File: config.mk
export PLATFORM = sky130hd
export DESIGN_NAME = url_percent_decoder_flat
export DESIGN_NICKNAME = d
export VERILOG_FILES = /design/src/urlpd_pkg.sv /design/src/urlpd_if.sv /design/src/urlpd_front.sv /design/src/urlpd_queue.sv /design/src/urlpd_back.sv /design/src/url_percent_decoder.sv /design/src/flat_wrapper.sv
export SDC_FILE = /design/constraint.sdc
export NUM_CORES = 1
export LEC_CHECK = 0
export BUFFER_PORTS_ARGS = -buffer_cell sky130_fd_sc_hd__clkbuf_2
export CORE_MARGIN = 1.5
export CORE_UTILIZATION = 45
export CTS_BUF_LIST = sky130_fd_sc_hd__clkbuf_4
export CTS_CLUSTER_SIZE = 30
export DETAILED_ROUTE_END_ITERATION = 6
export SLEW_MARGIN = 20
export SYNTH_ARGS = -nofsm -noshare
export SYNTH_HDL_FRONTEND = slang
export SYNTH_SLANG_ARGS = --single-unit
File: constraint.sdc
create_clock -name clock -period 11.9 [get_ports clock]
set_clock_uncertainty 0.2 [all_clocks]
set_input_delay 2.975 -clock clock [delete_from_list [all_inputs] [get_ports clock]]
set_output_delay 2.975 -clock clock [all_outputs]
set_load 0.005 [all_outputs]
File: src/urlpd_pkg.sv
// shared types, character constants and helper functions for the url percent decoder
package urlpd_pkg;

   localparam logic [7:0] CHAR_PLUS    = 8'h2B;
   localparam logic [7:0] CHAR_PERCENT = 8'h25;
   localparam logic [7:0] CHAR_SPACE   = 8'h20;
   localparam logic [7:0] CHAR_ZERO    = 8'h30;
   localparam logic [7:0] CHAR_NINE    = 8'h39;
   localparam logic [7:0] CHAR_UPPER_A = 8'h41;
   localparam logic [7:0] CHAR_UPPER_F = 8'h46;
   localparam logic [7:0] CHAR_LOWER_A = 8'h61;
   localparam logic [7:0] CHAR_LOWER_F = 8'h66;
   localparam logic [3:0] HEX_ALPHA_OFFSET = 4'd9;

   // escape tracking state
   typedef enum logic [1:0] {
      PEND_NONE  = 2'd0,
      PEND_PCT   = 2'd1,
      PEND_DIGIT = 2'd2
   } pend_state_type;

   // one queue entry: one or two result words
   typedef struct packed {
      logic       two;
      logic [7:0] char0;
      logic       present0;
      logic [7:0] char1;
      logic       last;
   } entry_type;

   function automatic logic [3:0] hex_value(input logic [7:0] c);
      logic [3:0] v;
      if (c >= CHAR_ZERO && c <= CHAR_NINE) begin
         v = c[3:0];
      end else if ((c >= CHAR_UPPER_A && c <= CHAR_UPPER_F) ||
                   (c >= CHAR_LOWER_A && c <= CHAR_LOWER_F)) begin
         v = c[3:0] + HEX_ALPHA_OFFSET;
      end else begin
         v = 4'd0;
      end
      return v;
   endfunction

   function automatic logic [7:0] plus_to_space(input logic [7:0] c);
      return (c == CHAR_PLUS) ? CHAR_SPACE : c;
   endfunction

endpackage

File: src/urlpd_if.sv
// request and response channel interfaces
interface urlpd_req_if;
   logic       valid;
   logic       ready;
   logic [7:0] in_char;
   logic       in_last;

   modport source (output valid, output in_char, output in_last, input ready);
   modport sink   (input valid, input in_char, input in_last, output ready);
endinterface

interface urlpd_rsp_if;
   logic       valid;
   logic       ready;
   logic [7:0] out_char;
   logic       byte_present;
   logic       out_last;

   modport source (output valid, output out_char, output byte_present, output out_last,
                   input ready);
   modport sink   (input valid, input out_char, input byte_present, input out_last,
                   output ready);
endinterface

File: src/urlpd_front.sv
// front end: escape tracking and classification of each input word into a queue entry
module urlpd_front
   import urlpd_pkg::*;
(
   input  logic           clock,
   input  logic           reset,
   urlpd_req_if.sink      req,
   input  logic           queue_full,
   output logic           push,
   output entry_type      push_entry
);

   pend_state_type state_ff, state_in;
   logic [7:0]     first_digit_ff, first_digit_in;
   logic           accept;
   logic [7:0]     decoded;

   assign req.ready = !queue_full;
   assign accept    = req.valid && req.ready;
   assign decoded   = {hex_value(first_digit_ff), hex_value(req.in_char)};

   // next state
   always_comb begin
      state_in       = state_ff;
      first_digit_in = first_digit_ff;
      if (accept) begin
         unique case (state_ff)
            PEND_PCT: begin
               if (req.in_last) begin
                  state_in = PEND_NONE;
               end else begin
                  state_in       = PEND_DIGIT;
                  first_digit_in = req.in_char;
               end
            end
            PEND_DIGIT: begin
               state_in = PEND_NONE;
            end
            default: begin
               state_in = (req.in_char == CHAR_PERCENT && !req.in_last) ? PEND_PCT : PEND_NONE;
            end
         endcase
         if (req.in_last) begin
            first_digit_in = 8'd0;
         end
      end
   end

   // outputs
   always_comb begin
      push                = 1'b0;
      push_entry.two      = 1'b0;
      push_entry.char0    = plus_to_space(req.in_char);
      push_entry.present0 = 1'b1;
      push_entry.char1    = plus_to_space(req.in_char);
      push_entry.last     = req.in_last;
      unique case (state_ff)
         PEND_PCT: begin
            // escape cut off: literal percent, then the final word
            push             = accept && req.in_last;
            push_entry.two   = 1'b1;
            push_entry.char0 = CHAR_PERCENT;
         end
         PEND_DIGIT: begin
            push_entry.char0    = decoded;
            push_entry.present0 = (decoded != 8'd0);
            // zero escape is dropped unless it carries the end marker
            push                = accept && ((decoded != 8'd0) || req.in_last);
         end
         default: begin
            push = accept && !(req.in_char == CHAR_PERCENT && !req.in_last);
         end
      endcase
   end

   always_ff @(posedge clock) begin
      if (reset) begin
         state_ff       <= PEND_NONE;
         first_digit_ff <= 8'd0;
      end else begin
         state_ff       <= state_in;
         first_digit_ff <= first_digit_in;
      end
   end

endmodule

File: src/urlpd_queue.sv
// small first-in first-out queue between the front and back ends
module urlpd_queue
   import urlpd_pkg::*;
#(
   parameter int DEPTH = 4
) (
   input  logic      clock,
   input  logic      reset,
   input  logic      push,
   input  entry_type push_entry,
   input  logic      pop,
   output logic      head_valid,
   output entry_type head_entry,
   output logic      full
);

   localparam int AW = (DEPTH > 1) ? $clog2(DEPTH) : 1;
   localparam int CW = $clog2(DEPTH + 1);
   localparam logic [AW-1:0] LAST_PTR = AW'(DEPTH - 1);
   localparam logic [CW-1:0] FULL_COUNT = CW'(DEPTH);

   entry_type     slot_ff [DEPTH];
   logic [AW-1:0] wr_ptr_ff, wr_ptr_in;
   logic [AW-1:0] rd_ptr_ff, rd_ptr_in;
   logic [CW-1:0] count_ff, count_in;

   assign head_valid = (count_ff != '0);
   assign full       = (count_ff == FULL_COUNT);
   assign head_entry = slot_ff[rd_ptr_ff];

   always_comb begin
      wr_ptr_in = wr_ptr_ff;
      rd_ptr_in = rd_ptr_ff;
      count_in  = count_ff;
      if (push) begin
         wr_ptr_in = (wr_ptr_ff == LAST_PTR) ? '0 : wr_ptr_ff + 1'b1;
      end
      if (pop) begin
         rd_ptr_in = (rd_ptr_ff == LAST_PTR) ? '0 : rd_ptr_ff + 1'b1;
      end
      if (push && !pop) begin
         count_in = count_ff + 1'b1;
      end else if (pop && !push) begin
         count_in = count_ff - 1'b1;
      end
   end

   always_ff @(posedge clock) begin
      if (reset) begin
         wr_ptr_ff <= '0;
         rd_ptr_ff <= '0;
         count_ff  <= '0;
      end else begin
         wr_ptr_ff <= wr_ptr_in;
         rd_ptr_ff <= rd_ptr_in;
         count_ff  <= count_in;
      end
   end

   always_ff @(posedge clock) begin
      if (push) begin
         slot_ff[wr_ptr_ff] <= push_entry;
      end
   end

endmodule

File: src/urlpd_back.sv
// back end: expands queue entries into response words through an output register
module urlpd_back
   import urlpd_pkg::*;
(
   input  logic       clock,
   input  logic       reset,
   input  logic       head_valid,
   input  entry_type  head_entry,
   output logic       pop,
   urlpd_rsp_if.source rsp
);

   logic       valid_ff, valid_in;
   logic       second_ff, second_in;
   logic [7:0] char_ff, char_in;
   logic       present_ff, present_in;
   logic       last_ff, last_in;
   logic       load;

   assign load = head_valid && (!valid_ff || rsp.ready);

   always_comb begin
      pop        = 1'b0;
      second_in  = second_ff;
      char_in    = char_ff;
      present_in = present_ff;
      last_in    = last_ff;
      valid_in   = valid_ff && !rsp.ready;
      if (load) begin
         valid_in = 1'b1;
         priority if (head_entry.two && !second_ff) begin
            char_in    = head_entry.char0;
            present_in = 1'b1;
            last_in    = 1'b0;
            second_in  = 1'b1;
         end else if (head_entry.two) begin
            char_in    = head_entry.char1;
            present_in = 1'b1;
            last_in    = head_entry.last;
            second_in  = 1'b0;
            pop        = 1'b1;
         end else begin
            char_in    = head_entry.present0 ? head_entry.char0 : 8'd0;
            present_in = head_entry.present0;
            last_in    = head_entry.last;
            pop        = 1'b1;
         end
      end
   end

   always_ff @(posedge clock) begin
      if (reset) begin
         valid_ff  <= 1'b0;
         second_ff <= 1'b0;
      end else begin
         valid_ff  <= valid_in;
         second_ff <= second_in;
      end
      char_ff    <= char_in;
      present_ff <= present_in;
      last_ff    <= last_in;
   end

   assign rsp.valid        = valid_ff;
   assign rsp.out_char     = char_ff;
   assign rsp.byte_present = present_ff;
   assign rsp.out_last     = last_ff;

endmodule

File: src/url_percent_decoder.sv
// url percent decoder top level: front end, entry queue and back end
// path: an accepted word is written into the queue, then loaded into the output register that drives rsp
// throughput: one input word per cycle while the queue is not full; an escape cut
//   off by end of string yields two response words from one queue entry
// reset: synchronous active high, clears escape state, queue and output register
module url_percent_decoder
   import urlpd_pkg::*;
#(
   parameter int QUEUE_DEPTH = 4
) (
   input  logic         clock,
   input  logic         reset,
   urlpd_req_if.sink    req,
   urlpd_rsp_if.source  rsp
);

   // front to queue
   logic      push;
   entry_type push_entry;
   logic      queue_full;

   // queue to back
   logic      pop;
   logic      head_valid;
   entry_type head_entry;

   // front end tracks '%' escapes and turns each word into zero or one queue entry;
   // it stalls only while the queue is full
   urlpd_front u_front (
      .clock      (clock),
      .reset      (reset),
      .req        (req),
      .queue_full (queue_full),
      .push       (push),
      .push_entry (push_entry)
   );

   // decouples the input side from response back-pressure
   urlpd_queue #(
      .DEPTH (QUEUE_DEPTH)
   ) u_queue (
      .clock      (clock),
      .reset      (reset),
      .push       (push),
      .push_entry (push_entry),
      .pop        (pop),
      .head_valid (head_valid),
      .head_entry (head_entry),
      .full       (queue_full)
   );

   // back end emits one or two response words per entry from its output register
   urlpd_back u_back (
      .clock      (clock),
      .reset      (reset),
      .head_valid (head_valid),
      .head_entry (head_entry),
      .pop        (pop),
      .rsp        (rsp)
   );

endmodule

File: src/flat_wrapper.sv
// flat-port wrapper written by rule: the top's interface ports become plain ports
module url_percent_decoder_flat import urlpd_pkg::*;
#(
   parameter int QUEUE_DEPTH = 4
)
  (clock, reset, req_valid, req_in_char, req_in_last, req_ready, rsp_valid, rsp_out_char, rsp_byte_present, rsp_out_last, rsp_ready);
  urlpd_req_if req_i ();
  urlpd_rsp_if rsp_i ();
  input  logic clock;
  input  logic reset;
  input wire logic [$bits(req_i.valid)-1:0] req_valid;
  input wire logic [$bits(req_i.in_char)-1:0] req_in_char;
  input wire logic [$bits(req_i.in_last)-1:0] req_in_last;
  output wire logic [$bits(req_i.ready)-1:0] req_ready;
  output wire logic [$bits(rsp_i.valid)-1:0] rsp_valid;
  output wire logic [$bits(rsp_i.out_char)-1:0] rsp_out_char;
  output wire logic [$bits(rsp_i.byte_present)-1:0] rsp_byte_present;
  output wire logic [$bits(rsp_i.out_last)-1:0] rsp_out_last;
  input wire logic [$bits(rsp_i.ready)-1:0] rsp_ready;
  assign req_i.valid = req_valid;
  assign req_i.in_char = req_in_char;
  assign req_i.in_last = req_in_last;
  assign req_ready = req_i.ready;
  assign rsp_valid = rsp_i.valid;
  assign rsp_out_char = rsp_i.out_char;
  assign rsp_byte_present = rsp_i.byte_present;
  assign rsp_out_last = rsp_i.out_last;
  assign rsp_i.ready = rsp_ready;
  url_percent_decoder #(.QUEUE_DEPTH(QUEUE_DEPTH)) u_core (.clock(clock), .reset(reset), .req(req_i), .rsp(rsp_i));
endmodule
==> impl_metrics.py <==
metrics = {
    "outcome": {
        "status": "finished, final reports clean",
    },
    "route": {
        "drt_iter0_markers": 130,
        "detail-route-antenna-nets": 0,
        "drc_errors": 0,
        "wl_um": 8470,
        "wire_per_inst_um": 17.0,
        "vias": 2635,
        "post_drt_via_cell_ratio": 5.29,
        "drt-pass1-iter-count": 4,
    },
    "worst_setup_path": {
        "endpoint": "u_core.u_queue.count_ff[2]$_SDFFE_PP0P_",
        "crit_chain": "clkbuf_2, or4b_1, a21oi_2, a21oi_1, a221o_1, a31oi_4, ha_1, inv_1, fa_1, xor2_1, or3_1, a21oi_1",
        "crit_fanout": 9,
        "end_kind": "register",
        "critical_path_arrival_ns": 5.91,
        "reg2reg_depth": 11,
        "reg2reg_to": "u_core.u_queue.count_ff[2]$_SDFFE_PP0P_",
        "worst-path-buf-inv": 2,
        "cp_top_family": "compound AO/OA/AOI/OAI gates",
        "critical_path_class": "in2reg",
        "worstPathRequired_ns": 12.06,
        "cp-start-kind": "primary input",
        "cp.depth": 12,
        "regToRegStartpoint": "u_core.u_front.first_digit_ff[4]$_SDFFE_PP0P_",
        "slowest_delay_ns": 0.56,
        "cp_slowest_cell": "or4b_1",
        "startpoint": "req_in_char[4]",
        "r2r_setup_slack_ns": 8.41,
        "cp_common_cell": "a21oi_1",
    },
    "synthesis": {
        "async_flop_share_pct": 0,
        "synth_nets": 364,
        "synth_area_leaders": "edfxtp_1 (55%), mux4_2 (9.1%), dfxtp_1 (8.9%)",
        "synth_cells": 336,
        "synthFlopType": "edfxtp_1",
        "yosys_warnings": 0,
        "syn_area_um2": 4720,
        "syn-mean-instance-area_um2": 14.0,
        "synth_seq_area_share_pct": 63.7,
        "yosysTopAreaCell": "edfxtp_1",
        "synth_edf_count": 86,
        "synth_top_area_share_pct": 54.7,
        "ys_types": 49,
        "synth-seq-cells": 107,
    },
    "floorplanning": {
        "dieWidth_um": 105,
        "row_count": 37,
        "die_h_um": 105,
        "ios": 25,
        "die_area_um2": 11100,
        "core-area_um2": 10200,
        "start_util_pct": 46.1,
    },
    "clock_network": {
        "cts_tree": "done",
        "clk_latency_ns": 0.42,
        "post_cts_buffers": 0,
        "cts_root_buffer": "clkbuf_4",
        "cts_buffers": 9,
        "cts-resized-gates": 0,
        "clk_pin_slew_worst_paths_ns": 0.16,
        "clock-sinks": 107,
        "cts_hold_buf": 0,
        "cts_max_level": 3,
        "cts_buffer_depth": 2,
    },
    "cells_and_area": {
        "multi_input_area_um2": 1570,
        "syn2layout_area_growth_pct": 8.20,
        "regArea_um2": 3000,
        "stdcell_area_um2": 5100,
        "layout-drive-gt1-share_pct": 17.7,
        "antenna_cells": 0,
        "fillers": 895,
        "nNetsFinal": 385,
    },
    "flow_run": {
        "drv_cap": 0,
    },
    "placement": {
        "dp_hpwl_um": 5630,
        "place_area_um2": 4960,
        "io_buffer_count": 24,
        "gp_congestion": 0.829,
    },
    "power": {
        "p_leak_uw": 0.00175,
        "ir_worst_vdd_v": 0.0000581,
        "power_density_nw_per_um2": 187,
    },
    "sta": {
        "setup_tns_ns": 0,
        "fmax_mhz": 174,
        "finalCritPeriodShare_pct": 48.2,
        "maxSlewViolCount": 0,
        "worst_pin_slew_ns": 1.01,
        "post-route-min-period_ns": 5.74,
        "finalHoldViolations": 0,
        "setup_viol": 0,
        "rsz0062_at_grt": "false",
        "maxSlewHeadroom_pct": 32.7,
    },
    "min_path": {
        "hold_class": "reg2reg",
        "hold_depth": 2,
    },
    "global_route": {
        "overflow": 0,
        "antenna_found_initial": 0,
        "grt_pass1_wl_um": 13700,
        "grt_max_degree": 22,
        "grt_usage_pct": 16.4,
        "grt_pass1_vias": 2593,
    },
}
-- cell type report --
class	count	area share, %
Timing Repair Buffer	27	2.75
Clock inverter	7	1.47
Tap cell	136	3.33
Sequential cell	107	58.8
Inverter	21	1.54
Clock buffer	9	1.32
Multi-Input combinational cell	191	30.7
-- stage by stage --
| step | setup slack, ns | cells | hold WS (ns) | power [µW] | util (%) |
|---|---|---|---|---|---|
| 6_report | 6.16 | 498 | 0.281 | 956 | 49.9 |
| 5_1_grt | 5.95 | 498 | 0.309 | 1020 | 49.9 |
| 4_1_cts | 6.18 | 497 | 0.286 | 970 | 49.8 |
| 3_5_place_dp | 5.72 | 481 | 0.265 | 788 | 48.4 |
| 3_3_place_gp | 5.80 | 481 | 0.252 | 784 | 48.4 |
| 2_1_floorplan | 6.08 | 336 | 0.248 | 705 | - |
-- worst min-delay path: stages (launching register included) --
cell and delay (ns):
dfxtp_1 0.35, nand2_1 0.06, a21oi_1 0.05
-- synthesized netlist by cell type, types with 2 or more instances --
cell,n
a211oi_1,4
a21oi_1,20
and2_1,9
buf_2,2
clkbuf_1,14
dfxtp_1,21
edfxtp_1,86
ha_1,14
inv_1,21
mux2_1,2
mux2i_1,5
mux4_2,19
nand2_1,21
nand2b_1,5
nand3_1,2
nor2_1,22
nor2b_1,4
nor3_1,8
nor3b_1,7
nor4b_1,3
nor4bb_1,2
o21ai_0,4
o21ai_1,12
o21bai_1,2
xor2_1,3
-- registers in the layout, summed over array words and instances (netlist names), named ones only --
register,cells
u_core.u_queue.slot_ff,76
u_core.u_queue.rd_ptr_ff,2
u_core.u_back.rsp.out_last,1
u_core.u_queue.wr_ptr_ff,2
u_core.u_back.rsp.byte_present,1
u_core.u_front.first_digit_ff,8
u_core.u_back.rsp.out_char,8
u_core.u_back.second_ff,1
u_core.u_back.rsp.valid,1
u_core.u_queue.count_ff,3
u_core.u_front.state_ff,2
-- how the worst min path moves through the flow --
stage / from / end / slack (ns)
after floorplan: u_core.u_front.first_digit_ff[5]$_SDFFE_PP0P_ / u_core.u_front.first_digit_ff[5]$_SDFFE_PP0P_ / 0.25
after global placement: u_core.u_back.rsp.valid$_SDFF_PP0_ / u_core.u_back.rsp.valid$_SDFF_PP0_ / 0.25
after detailed placement: u_core.u_back.rsp.valid$_SDFF_PP0_ / u_core.u_back.rsp.valid$_SDFF_PP0_ / 0.27
after CTS: u_core.u_back.rsp.valid$_SDFF_PP0_ / u_core.u_back.rsp.valid$_SDFF_PP0_ / 0.29
after global routing: u_core.u_back.rsp.valid$_SDFF_PP0_ / u_core.u_back.rsp.valid$_SDFF_PP0_ / 0.31
final: u_core.u_back.rsp.valid$_SDFF_PP0_ / u_core.u_back.rsp.valid$_SDFF_PP0_ / 0.28
-- cells by family after synthesis --
family / Yosys count / synth area share, %
and+or+nand+nor: 94 / 11.0
xor gates and xnor gates: 3 / 0.557
DFF: 107 / 63.7
muxes: 26 / 10.6
buffers and inverters: 38 / 3.08
AOI/OAI and AO/OA: 53 / 7.00
adders and majority gates: 15 / 4.14
-- layer usage --
layer / global-route usage [%] / share of wire, % / up-vias
li1: - / - / 1294
met1: 22.3 / 47 / 1294
met2: 26.9 / 49 / 45
met3: 2.78 / 3.5 / 2
met4: 5.28 / 0.52 / 0
met5: 0 / 0 / -
-- power breakdown --
group | switching (µW) | internal [µW]
combinational | 142 | 124
clock | 118 | 66.0
sequential | 27.4 | 479
-- cells in the final DEF (no fill, tap or decap), types with 2 or more instances in the layout --
| cell | instances |
|---|---|
| o21ai_1 | 12 |
| a21oi_1 | 20 |
| nor3b_1 | 7 |
| o21bai_1 | 2 |
| nor4bb_1 | 2 |
| mux2_1 | 2 |
| o21ai_0 | 4 |
| nor2b_1 | 4 |
| nand2b_1 | 5 |
| nand3_1 | 2 |
| nand2_1 | 21 |
| edfxtp_1 | 86 |
| clkbuf_4 | 9 |
| nor4b_1 | 3 |
| ha_1 | 14 |
| clkbuf_2 | 24 |
| mux4_2 | 19 |
| and2_1 | 9 |
| buf_4 | 2 |
| mux2i_1 | 5 |
| inv_1 | 21 |
| a211oi_1 | 4 |
| clkinv_1 | 2 |
| nor2_1 | 22 |
| dfxtp_1 | 21 |
| nor3_1 | 8 |
| xor2_1 | 3 |
| clkinv_4 | 2 |
Power figures use the tool's default switching activity.
